**config.mk**
```make
export PLATFORM = sky130hd
export DESIGN_NAME = multiplexed_seven_segment_scanner_flat
export DESIGN_NICKNAME = d
export VERILOG_FILES = /design/src/rtl/core/mss_pkg.sv /design/src/rtl/core/mss_chan_if.sv /design/src/rtl/core/mss_in_stage.sv /design/src/rtl/core/mss_core.sv /design/src/rtl/core/multiplexed_seven_segment_scanner.sv /design/src/flat_wrapper.sv
export SDC_FILE = /design/constraint.sdc
export NUM_CORES = 1
export LEC_CHECK = 0
export BUFFER_PORTS_ARGS = -buffer_cell sky130_fd_sc_hd__buf_2
export CORE_MARGIN = 2
export CORE_UTILIZATION = 60
export CTS_CLUSTER_DIAMETER = 200
export CTS_CLUSTER_SIZE = 10
export DETAILED_ROUTE_END_ITERATION = 7
export GPL_TIMING_DRIVEN = 0
export PLACE_DENSITY = 0.8
export SYNTH_ARGS = -nofsm -noshare
export SYNTH_HDL_FRONTEND = slang
export SYNTH_HIERARCHICAL = 1
export SYNTH_SLANG_ARGS = --single-unit
export TNS_END_PERCENT = 10
```
**constraint.sdc**
```tcl
create_clock -name i_clk -period 7.6 [get_ports i_clk]
set_input_delay 0.76 -clock i_clk [delete_from_list [all_inputs] [get_ports i_clk]]
set_output_delay 0.76 -clock i_clk [all_outputs]
set_load 0.01 [all_outputs]
```
**src/rtl/core/mss_pkg.sv**
```systemverilog
// shared types, codes and glyph decode for the seven-segment scanner
package mss_pkg;

    // event codes carried in the kind field
    localparam logic [1:0] KIND_SCAN  = 2'd0;
    localparam logic [1:0] KIND_DIM   = 2'd1;
    localparam logic [1:0] KIND_WRITE = 2'd2;

    // blink mode codes
    localparam logic [1:0] MODE_STEADY  = 2'd0;
    localparam logic [1:0] MODE_BLINK_S = 2'd1;
    localparam logic [1:0] MODE_BLINK_M = 2'd2;
    localparam logic [1:0] MODE_BLINK_L = 2'd3;

    // blink tick limits, toggle once the count passes them
    localparam logic [9:0] LIMIT_S = 10'd244;
    localparam logic [9:0] LIMIT_M = 10'd488;
    localparam logic [9:0] LIMIT_L = 10'd977;

    localparam logic [6:0] BLANK_SEGS = 7'h7f;
    localparam logic [7:0] BLANK_CHAR = 8'h7f;

    typedef struct packed {
        logic [1:0] kind;
        logic [2:0] digit_index;
        logic [7:0] write_value;
    } t_in_word;

    typedef struct packed {
        logic [6:0] segments_n;
        logic       point_n;
        logic [3:0] common_select;
    } t_out_word;

    // input register contents handed to the core
    typedef struct packed {
        logic     valid;
        t_in_word word;
    } t_stage;

    // active-high hex font, segment a in bit 0
    function automatic logic [6:0] hex_font(input logic [3:0] code);
        logic [6:0] segs;
        unique case (code)
            4'h0: segs = 7'h3f;
            4'h1: segs = 7'h06;
            4'h2: segs = 7'h5b;
            4'h3: segs = 7'h4f;
            4'h4: segs = 7'h66;
            4'h5: segs = 7'h6d;
            4'h6: segs = 7'h7d;
            4'h7: segs = 7'h07;
            4'h8: segs = 7'h7f;
            4'h9: segs = 7'h6f;
            4'ha: segs = 7'h77;
            4'hb: segs = 7'h7c;
            4'hc: segs = 7'h39;
            4'hd: segs = 7'h5e;
            4'he: segs = 7'h79;
            4'hf: segs = 7'h71;
            default: segs = 7'h00;
        endcase
        return segs;
    endfunction

    // character byte plus digit enable to an output word
    function automatic t_out_word glyph_word(input logic [7:0] ch, input logic [3:0] common);
        t_out_word w;
        if (ch[6:4] == 3'd0) begin
            w.segments_n = ~hex_font(ch[3:0]);
        end else begin
            w.segments_n = BLANK_SEGS;
        end
        w.point_n       = ~ch[7];
        w.common_select = common;
        return w;
    endfunction

    // power-up character for each digit, blank beyond the fourth
    function automatic logic [7:0] boot_char(input int idx);
        logic [7:0] ch;
        unique case (idx)
            0:       ch = 8'h0b;
            1:       ch = 8'h0e;
            2:       ch = 8'h0e;
            3:       ch = 8'h0f;
            default: ch = BLANK_CHAR;
        endcase
        return ch;
    endfunction

endpackage

```
**src/rtl/core/mss_chan_if.sv**
```systemverilog
// valid/ready channels for input and result words
interface mss_in_if;
    logic              valid;
    logic              ready;
    mss_pkg::t_in_word word;

    modport source (output valid, output word, input ready);
    modport sink   (input valid, input word, output ready);
endinterface

interface mss_out_if;
    logic               valid;
    logic               ready;
    mss_pkg::t_out_word word;

    modport source (output valid, output word, input ready);
    modport sink   (input valid, input word, output ready);
endinterface

```
**src/rtl/core/mss_in_stage.sv**
```systemverilog
// input register that takes one word per cycle from the input channel unless the held word is stalled
module mss_in_stage (
    input  logic              i_clk,
    input  logic              i_rst_n,
    mss_in_if.sink            i_in,
    input  logic              i_advance,
    output mss_pkg::t_stage   o_stage
);

    logic              r_valid;
    mss_pkg::t_in_word r_word;
    logic              w_accept;

    // free slot or the held word moves on this cycle
    assign i_in.ready = !r_valid || i_advance;
    assign w_accept   = i_in.valid && i_in.ready;

    // valid flag
    always_ff @(posedge i_clk) begin
        if (!i_rst_n) begin
            r_valid <= 1'b0;
        end else if (w_accept) begin
            r_valid <= 1'b1;
        end else if (i_advance) begin
            r_valid <= 1'b0;
        end
    end

    // payload
    always_ff @(posedge i_clk) begin
        if (w_accept) begin
            r_word <= i_in.word;
        end
    end

    assign o_stage.valid = r_valid;
    assign o_stage.word  = r_word;

endmodule

```
**src/rtl/core/mss_core.sv**
```systemverilog
// display state: character store, scan position, blink timer and result decode
module mss_core #(
    parameter int DIGIT_COUNT = 4
) (
    input  logic               i_clk,
    input  logic               i_rst_n,
    input  logic               i_cfg_wr_en,
    input  logic [1:0]         i_cfg_wr_data,
    input  logic               i_fire,
    input  mss_pkg::t_in_word  i_word,
    output logic               o_res_valid,
    output mss_pkg::t_out_word o_res_word
);

    localparam int         PW  = (DIGIT_COUNT > 1) ? $clog2(DIGIT_COUNT) : 1;
    localparam logic [3:0] DC4 = 4'(DIGIT_COUNT);

    logic [7:0]    r_store [DIGIT_COUNT];
    logic [PW-1:0] r_pos;
    logic [PW-1:0] n_pos;
    logic          r_visible;
    logic          n_visible;
    logic [9:0]    r_ticks;
    logic [9:0]    n_ticks;
    logic [1:0]    r_mode;

    logic [9:0]    w_tick_inc;
    logic [9:0]    w_limit;
    logic          w_scan;
    logic          w_dim;
    logic          w_wr_hit;
    logic [2:0]    w_wr_idx;
    logic [3:0]    w_common;
    logic          w_last;

    assign w_scan = i_fire && (i_word.kind == mss_pkg::KIND_SCAN);
    assign w_dim  = i_fire && (i_word.kind == mss_pkg::KIND_DIM);

    // blink mode register
    always_ff @(posedge i_clk) begin
        if (!i_rst_n) begin
            r_mode <= mss_pkg::MODE_STEADY;
        end else if (i_cfg_wr_en) begin
            r_mode <= i_cfg_wr_data;
        end
    end

    // toggle limit for the current mode
    always_comb begin
        unique case (r_mode)
            mss_pkg::MODE_STEADY:  w_limit = '0;
            mss_pkg::MODE_BLINK_S: w_limit = mss_pkg::LIMIT_S;
            mss_pkg::MODE_BLINK_M: w_limit = mss_pkg::LIMIT_M;
            mss_pkg::MODE_BLINK_L: w_limit = mss_pkg::LIMIT_L;
            default:               w_limit = mss_pkg::LIMIT_L;
        endcase
    end

    assign w_tick_inc = r_ticks + 10'd1;
    assign w_last     = (32'(r_pos) == DIGIT_COUNT - 1);

    // blink timer and scan position on a scan tick
    always_comb begin
        n_ticks   = r_ticks;
        n_visible = r_visible;
        n_pos     = r_pos;
        if (w_scan) begin
            if (r_mode == mss_pkg::MODE_STEADY) begin
                n_visible = 1'b1;
                n_ticks   = '0;
            end else if (w_tick_inc > w_limit) begin
                n_visible = !r_visible;
                n_ticks   = '0;
            end else begin
                n_ticks = w_tick_inc;
            end
            n_pos = w_last ? '0 : r_pos + PW'(1);
        end
    end

    always_ff @(posedge i_clk) begin
        if (!i_rst_n) begin
            r_ticks   <= '0;
            r_visible <= 1'b1;
            r_pos     <= '0;
        end else begin
            r_ticks   <= n_ticks;
            r_visible <= n_visible;
            r_pos     <= n_pos;
        end
    end

    // character writes, digits numbered from one
    assign w_wr_idx = i_word.digit_index - 3'd1;
    assign w_wr_hit = i_fire && (i_word.kind == mss_pkg::KIND_WRITE)
                      && (i_word.digit_index != 3'd0)
                      && ({1'b0, i_word.digit_index} <= DC4);

    always_ff @(posedge i_clk) begin
        if (!i_rst_n) begin
            for (int i = 0; i < DIGIT_COUNT; i++) begin
                r_store[i] <= mss_pkg::boot_char(i);
            end
        end else if (w_wr_hit) begin
            r_store[w_wr_idx[PW-1:0]] <= i_word.write_value;
        end
    end

    // one-hot enable, digits past the fourth have no line
    always_comb begin
        for (int b = 0; b < 4; b++) begin
            w_common[b] = (32'(r_pos) == b);
        end
    end

    // result word: blank on dim, current digit on a visible scan
    assign o_res_valid = w_dim || (w_scan && n_visible);
    assign o_res_word  = w_dim ? mss_pkg::glyph_word(mss_pkg::BLANK_CHAR, 4'd0)
                               : mss_pkg::glyph_word(r_store[r_pos], w_common);

endmodule

```
**src/rtl/core/multiplexed_seven_segment_scanner.sv**
```systemverilog
// Four-digit multiplexed seven-segment scanner. Each word on i_in is a scan tick, a dim event
// or a character write. A scan tick steps the blink timer (mode set through i_cfg_wr_*) and,
// while the display is visible, gives one result word with the active-low segments, point and
// one-hot digit enable of the current digit before the scan moves on; a dim event gives an
// all-off word; writes and hidden ticks give none. One word is taken every cycle unless o_out
// stalls: it is held in the input register, is decoded against the display state when it
// advances, and its result is loaded into the output register, which drives o_out.
// A stall on o_out holds the input register once the output register is full.
module multiplexed_seven_segment_scanner #(
    parameter int DIGIT_COUNT = 4
) (
    input  logic       i_clk,
    input  logic       i_rst_n,
    input  logic       i_cfg_wr_en,
    input  logic [1:0] i_cfg_wr_data,
    mss_in_if.sink     i_in,
    mss_out_if.source  o_out
);

    mss_pkg::t_stage    w_stage;
    logic               w_advance;
    logic               w_res_valid;
    mss_pkg::t_out_word w_res_word;
    logic               r_out_valid;
    mss_pkg::t_out_word r_out_word;

    // held word moves when the output register is free or draining
    assign w_advance = w_stage.valid && (!r_out_valid || o_out.ready);

    mss_in_stage u_in_stage (
        .i_clk     (i_clk),
        .i_rst_n   (i_rst_n),
        .i_in      (i_in),
        .i_advance (w_advance),
        .o_stage   (w_stage)
    );

    mss_core #(
        .DIGIT_COUNT (DIGIT_COUNT)
    ) u_core (
        .i_clk         (i_clk),
        .i_rst_n       (i_rst_n),
        .i_cfg_wr_en   (i_cfg_wr_en),
        .i_cfg_wr_data (i_cfg_wr_data),
        .i_fire        (w_advance),
        .i_word        (w_stage.word),
        .o_res_valid   (w_res_valid),
        .o_res_word    (w_res_word)
    );

    // output register
    always_ff @(posedge i_clk) begin
        if (!i_rst_n) begin
            r_out_valid <= 1'b0;
        end else if (w_res_valid) begin
            r_out_valid <= 1'b1;
        end else if (o_out.ready) begin
            r_out_valid <= 1'b0;
        end
    end

    always_ff @(posedge i_clk) begin
        if (w_res_valid) begin
            r_out_word <= w_res_word;
        end
    end

    assign o_out.valid = r_out_valid;
    assign o_out.word  = r_out_word;

`ifndef SYNTHESIS
    a_onehot_enable : assert property (@(posedge i_clk) disable iff (!i_rst_n)
        o_out.valid |-> $onehot0(o_out.word.common_select))
        else $error("digit enable not one-hot");

    a_stage_hold : assert property (@(posedge i_clk) disable iff (!i_rst_n)
        (w_stage.valid && !w_advance) |=> (w_stage.valid && $stable(w_stage.word)))
        else $error("held input word lost or changed");

    a_dim_blank : assert property (@(posedge i_clk) disable iff (!i_rst_n)
        (w_advance && (w_stage.word.kind == mss_pkg::KIND_DIM))
        |=> (o_out.valid && (o_out.word.segments_n == mss_pkg::BLANK_SEGS)
             && o_out.word.point_n && (o_out.word.common_select == 4'd0)))
        else $error("dim event did not give a blank word");

    a_write_silent : assert property (@(posedge i_clk) disable iff (!i_rst_n)
        (w_advance && (w_stage.word.kind == mss_pkg::KIND_WRITE)) |-> !w_res_valid)
        else $error("write produced a result");
`endif

endmodule
```
**src/flat_wrapper.sv**
```systemverilog
// flat-port wrapper written by rule: the top's interface ports become plain ports
module multiplexed_seven_segment_scanner_flat 
#(
    parameter int DIGIT_COUNT = 4
)
  (i_clk, i_rst_n, i_cfg_wr_en, i_cfg_wr_data, i_in_valid, i_in_word, i_in_ready, o_out_valid, o_out_word, o_out_ready);
  mss_in_if i_in_i ();
  mss_out_if o_out_i ();
  input  logic i_clk;
  input  logic i_rst_n;
  input  logic i_cfg_wr_en;
  input  logic [1:0] i_cfg_wr_data;
  input wire logic [$bits(i_in_i.valid)-1:0] i_in_valid;
  input wire logic [$bits(i_in_i.word)-1:0] i_in_word;
  output wire logic [$bits(i_in_i.ready)-1:0] i_in_ready;
  output wire logic [$bits(o_out_i.valid)-1:0] o_out_valid;
  output wire logic [$bits(o_out_i.word)-1:0] o_out_word;
  input wire logic [$bits(o_out_i.ready)-1:0] o_out_ready;
  assign i_in_i.valid = i_in_valid;
  assign i_in_i.word = i_in_word;
  assign i_in_ready = i_in_i.ready;
  assign o_out_valid = o_out_i.valid;
  assign o_out_word = o_out_i.word;
  assign o_out_i.ready = o_out_ready;
  multiplexed_seven_segment_scanner #(.DIGIT_COUNT(DIGIT_COUNT)) u_core (.i_clk(i_clk), .i_rst_n(i_rst_n), .i_cfg_wr_en(i_cfg_wr_en), .i_cfg_wr_data(i_cfg_wr_data), .i_in(i_in_i), .o_out(o_out_i));
endmodule
```
## Yosys cells after proc, flatten, opt, wreduce, memory -nomap -nowiden

Memories as Yosys holds them, arrays and structs flattened. A register that Yosys moved wholly into a read port is not among the register bits.
Cells that the tools add are included.

| operators by class | value |
|---|---|
| add/sub/neg operators | 3 |
| $lt $le $gt $ge | 2 |
| equality and inequality tests | 8 |
| muxes and demuxes | 24 |
| bitwise operators | 3 |
| reduce and logical (&&, ||, !) cells | 23 |

Operator list:

| operator | number |
|---|---|
| $pmux 10 s4 | 1 |
| $mux 8 | 4 |
| $mux 10 | 2 |
| $mux 1 | 12 |
| $add 10x1->10 const B | 1 |
| $eq 2x2->1 const B | 5 |
| $gt 10x10->1 | 1 |
| $logic_and 1x1->1 | 8 |
| $mux 2 | 4 |
| $reduce_or 8->1 | 1 |
| $mux 7 | 1 |
| $not 7->7 | 1 |
| $eq 2x1->1 const B | 3 |
| $logic_not 2->1 | 3 |
| $reduce_bool 2->1 | 2 |
| $le 3x3->1 const B | 1 |
| $logic_not 1->1 | 3 |
| $logic_not 3->1 | 1 |
| $logic_or 1x1->1 | 3 |
| $reduce_bool 3->1 | 1 |
| $add 2x1->2 const B | 1 |
| $not 1->1 | 2 |
| $reduce_or 2->1 | 1 |
| $sub 2x1->2 const B | 1 |

| storage, ports and cells | value |
|---|---|
| register bits after elaboration | 42 |
| memory bits (writable) | 32 |
| ROM bits | 112 |
| input port bits | 20 |
| logic and storage cells | 77 |
| memories kept | 2 |

Memory list:

| memory | words | width | read ports | clocked after Yosys merged registers in | write ports | RTL line | text |
|---|---|---|---|---|---|---|---|
| (no name shown) | 16 | 7 | 1 | 0 | 0 | mss_pkg.sv:44 | `unique case (code)` |
| u_core.u_core.r_store | 4 | 8 | 1 | 1 | 4 | mss_core.sv:18 | `logic [7:0] r_store [DIGIT_COUNT];` |

## Depth between registers and ports, before layout

| depth | value |
|---|---|
| word-level depth | 11 |
| mapped depth | 12 |
| mapped depth without buffers | 12 |

## Modules after synthesis

Netlist, hierarchy kept.

Modules (own cells, without submodules):

| module | instances | cells an instance | area an instance (sq um) | seq. area each (sq um) |
|---|---|---|---|---|
| mss_core | 1 | 267 | 2874.0 | 1301.2 |
| mss_in_stage | 1 | 19 | 455.4 | 410.4 |
| multiplexed_seven_segment_scanner | 1 | 16 | 407.9 | 380.4 |

## Worst setup path after synthesis

OpenSTA, ideal clock, no wires.

| path | value |
|---|---|
| kind | register to register |
| start point | reg u_core.u_core.r_ticks[2] |
| end point | reg u_core.r_out_valid (netlist: u_core/o_out.valid) |
| library setup time | 0.115 ns |
| arrival time | 2.971 ns |
| required time | 7.485 ns |
| slack | 4.514 ns |
| stages on the path, launching flop included | 12 |
| buffers on the path | 0 |
| path through | dfxtp_1 -> nand3_1 -> nor3_1 -> and3_1 -> xor2_1 -> ha_1 -> a21oi_1 -> o21ai_1 -> nor4_4 -> nor3_1 -> o41a_1 -> o21a_1 |

| between the ends | value |
|---|---|
| cells in the longest elaborated chain, start to end | 8 |
| elaborated cells between the ends (all ways) | 9 |
| classes of those cells | 1 x add/sub; 1 x order compare; 4 x mux; 3 x reduce/logical |

Ends and longest elaborated chain:

| what | RTL line | text |
|---|---|---|
| start, declared | mss_core.sv:23 | `logic [9:0] r_ticks;` |
| start signal, assigned | mss_core.sv:87 | `r_ticks <= n_ticks;` |
| $add 10x1->10 * | mss_core.sv:59 | `assign w_tick_inc = r_ticks + 10'd1;` |
| $gt 10x10->1 * | mss_core.sv:71 | `end else if (w_tick_inc > w_limit) begin` |
| $mux 1 * | mss_core.sv:71 |  |
| $mux 1 * | mss_core.sv:68 | `if (r_mode == mss_pkg::MODE_STEADY) begin` |
| $mux 1 * | mss_core.sv:67 | `if (w_scan) begin` |
| $logic_and 1x1->1 * | mss_core.sv:117 | `assign o_res_valid = w_dim \|\| (w_scan && n_visible);` |
| $logic_or 1x1->1 * | mss_core.sv:117 |  |
| named net u_core.w_res_valid | multiplexed_seven_segment_scanner.sv:22 | `logic w_res_valid;` |
| $mux 1 / $reduce_bool 2->1 (equally long branches) | n/a |  |
| end signal, assigned | multiplexed_seven_segment_scanner.sv:54 | `r_out_valid <= 1'b0;` |
| end signal, assigned | multiplexed_seven_segment_scanner.sv:56 | `r_out_valid <= 1'b1;` |
| end signal, assigned | multiplexed_seven_segment_scanner.sv:58 | `r_out_valid <= 1'b0;` |
| end, declared | multiplexed_seven_segment_scanner.sv:24 | `logic r_out_valid;` |

The timed path passes the listed nets; every way through them passes the cells marked *.
A chain may end at the register's enable or synchronous reset.

## Worst setup path after layout

Ends and elaborated chain as after synthesis.

==> flow_summary.ini <==
[sta]
finalHoldViolCount = 0
rsz0062_at_grt = no
skew_ps = 7.92
worst_pin_slew_ps = 1090
slew_violations = 0
fmax_mhz = 264
post-route-period-util = 0.498
slew-limit-headroom = 0.268
period_needed_ps = 3780
tns_ps = 0
setup_violations = 0

[power_and_ir_drop]
ir_drop_v = 0.000199
pwr-share-clk = 0.378
switchingPower_mw = 0.211
p_comb_frac = 0.076
seqPwrFrac = 0.546
swShare = 0.247
internal-power_mw = 0.645
leakagePower_nw = 1.63
p_per_area_nw_per_um2 = 203

[placed_design]
gp_congestion = 0.878
portBuffers = 33
dp_hpwl_um = 4690

[synthesis]
synthCells = 302
syn-cell-area_um2 = 3740
ys_seq_area_frac = 0.560
avgSynthCellArea_um2 = 12.4
synthFlopType = edfxtp_1
synth-async-reset-ratio = 0
yosys_register_bits = 76
synth_fp_nets = 348
ys.warnings.count = 6
ys_types = 47
synth_edf_count = 57

[layout]
multi_input_area_um2 = 1560
fin_nets = 392
mostFrequentLayoutCells = edfxtp_1, buf_2, ha_1
diodes = 0
fin_util = 0.707
drive_above_1_share = 0.214
num-fill-cells = 416
area_growth_pct = 12.7
final_common_cell = edfxtp_1
regArea_um2 = 2090

[die]
placementRows = 28
die_x_um = 82.9
num_io_pins = 34
dieArea_um2 = 6880
core_area_um2 = 5960
dieHeight_um = 82.9
start_util = 0.628

[critical_path]
cp_data_arrival_time_ps = 4020
crit_path_start_kind = register
critical_path_class = register to register
critPathMaxFanout = 13
worstPathRequired_ps = 7840
r2r_slack_ps = 3820
cp-end-kind = register

[global_route]
gr-usage-met3 = 0.0527
antenna_found_initial = 0
grt_first_pass_wirelength_um = 10500
grt_util_all_layers = 0.195
grt_util_met1 = 0.238
met2_usage = 0.326
first_global_vias = 2301
grt_max_degree = 17
grt_busiest_layer = met2
overflow = 0

[hold_path]
hold_class = register to register

[cts]
cts_hold_buf = 0
cts_inserted_buffers = 9
cts_root_buffer = clkbuf_8
cts_tree = built
cts_sinks = 76
clk_pin_slew_ps = 80
insertion_delay_ps = 350
post_cts_buffers = 0
clockBufferDepth = 2
htree_levels = 3
cts_resized = 0

[drt]
postRouteWirelength_um = 6370
drt_iter0_drc = 116
vias = 2419
drc_errors = 0
wl_per_cell_um = 15.0
vias_per_cell = 5.68
postRouteAntennaNets = 0
drt_first_pass_iters = 4

[flow_run]
drv_cap = 0

[status]
status = complete, no violations
-- final cells by class --
| type | instances | area share |
|---|---|---|
| tap | 75 | 0.0223 |
| clock inverter | 7 | 0.0202 |
| clock buffer | 9 | 0.0294 |
| sequential | 76 | 0.497 |
| buffer | 5 | 0.00802 |
| inverter | 15 | 0.0134 |
| multi-input combinational | 206 | 0.371 |
| timing repair buffer | 33 | 0.0392 |
-- metrics by stage --
step	worst slack, ps	instances	hold WS (ps)	total power [mW]	cell area [um2]
3_5_place_dp	3940	410	480	0.541	4000
2_1_floorplan	4510	302	457	0.519	3740
3_3_place_gp	4050	410	469	0.538	4000
6_report	3820	426	494	0.856	4210
5_1_grt	3600	426	525	0.888	4210
4_1_cts	3860	426	492	0.863	4210
-- registers in the layout, indices dropped and copies added (netlist names), named ones only --
| register | cells |
|---|---|
| u_core/u_core/r_ticks | 10 |
| u_core/u_core/r_visible | 1 |
| u_core/u_in_stage/o_stage | 13 |
| u_core/u_in_stage/r_valid | 1 |
| u_core/u_core/r_pos | 2 |
| u_core/o_out.word | 12 |
| u_core/o_out.valid | 1 |
| u_core/u_core/r_mode | 2 |
| u_core/u_core/r_store | 32 |
-- worst max-delay path: stages (launching register included) --
cell and delay, ps:
dfxtp_1 430, nand3_1 210, nor3_1 320, and3_1 210, xor2_1 250, ha_1 310, a21oi_1 160, o21ai_1 150
nor4_4 550, nor3_1 140, o41a_1 660, o21a_1 290
-- power by group through the flow --
stage	Clock, mW	Combinational, mW	Sequential (mW)
2_1_floorplan	0	0.0432	0.476
3_3_place_gp	0	0.0613	0.476
3_5_place_dp	0	0.0638	0.477
4_1_cts	0.330	0.0648	0.468
5_1_grt	0.346	0.0715	0.470
6_report	0.324	0.0648	0.468
-- path summary, 6_finish.rpt --
kind                            start                        to  cells after the start
max          u_core/u_core/r_ticks[2]        u_core/o_out.valid                     11
min          u_core/u_core/r_ticks[3]  u_core/u_core/r_ticks[3]                      2
max reg2reg  u_core/u_core/r_ticks[2]        u_core/o_out.valid                     11
min reg2reg  u_core/u_core/r_ticks[3]  u_core/u_core/r_ticks[3]                      2
-- cell families (layout without fill, tap and decap cells) --
logic type,after synthesis,in the layout,synth area share
compound gates,46,46,0.0890
xor+xnor,6,6,0.0141
buf+inv,20,69,0.0241
flops,76,76,0.560
simple gates,119,119,0.184
fa+ha+maj,26,26,0.0870
mux,9,9,0.0418
-- synth_stat cells, types with 2 or more instances --
cell type | instances | area (um2)
o221ai_1 | 5 | 43.8
xnor2_1 | 3 | 26.3
nand2_1 | 24 | 90.1
dfxtp_1 | 19 | 380
mux4_2 | 5 | 113
xor2_1 | 3 | 26.3
a21oi_1 | 7 | 35.0
buf_2 | 3 | 15.0
nor3_1 | 8 | 40.0
a22o_1 | 4 | 35.0
nand3b_1 | 3 | 22.5
nor2b_1 | 6 | 37.5
or3_1 | 6 | 37.5
o21a_1 | 6 | 45.0
and2_1 | 23 | 144
edfxtp_1 | 57 | 1710
nand4_1 | 2 | 12.5
o211ai_1 | 4 | 30.0
ha_1 | 26 | 325
nand2b_1 | 12 | 75.1
a211oi_1 | 2 | 15.0
mux2i_1 | 3 | 30.0
o21ai_0 | 10 | 50.1
nand3_1 | 8 | 40.0
nor2_1 | 13 | 48.8
or2_2 | 4 | 25.0
inv_1 | 15 | 56.3
nor4_1 | 2 | 12.5
-- routing by layer --
layer	wire length [um]	vias up
met4	125	0
met3	316	12
met1	2810	1143
met2	3130	74
li1	-	1190
met5	0	-
No activity file was read; power rests on OpenSTA's default activity.
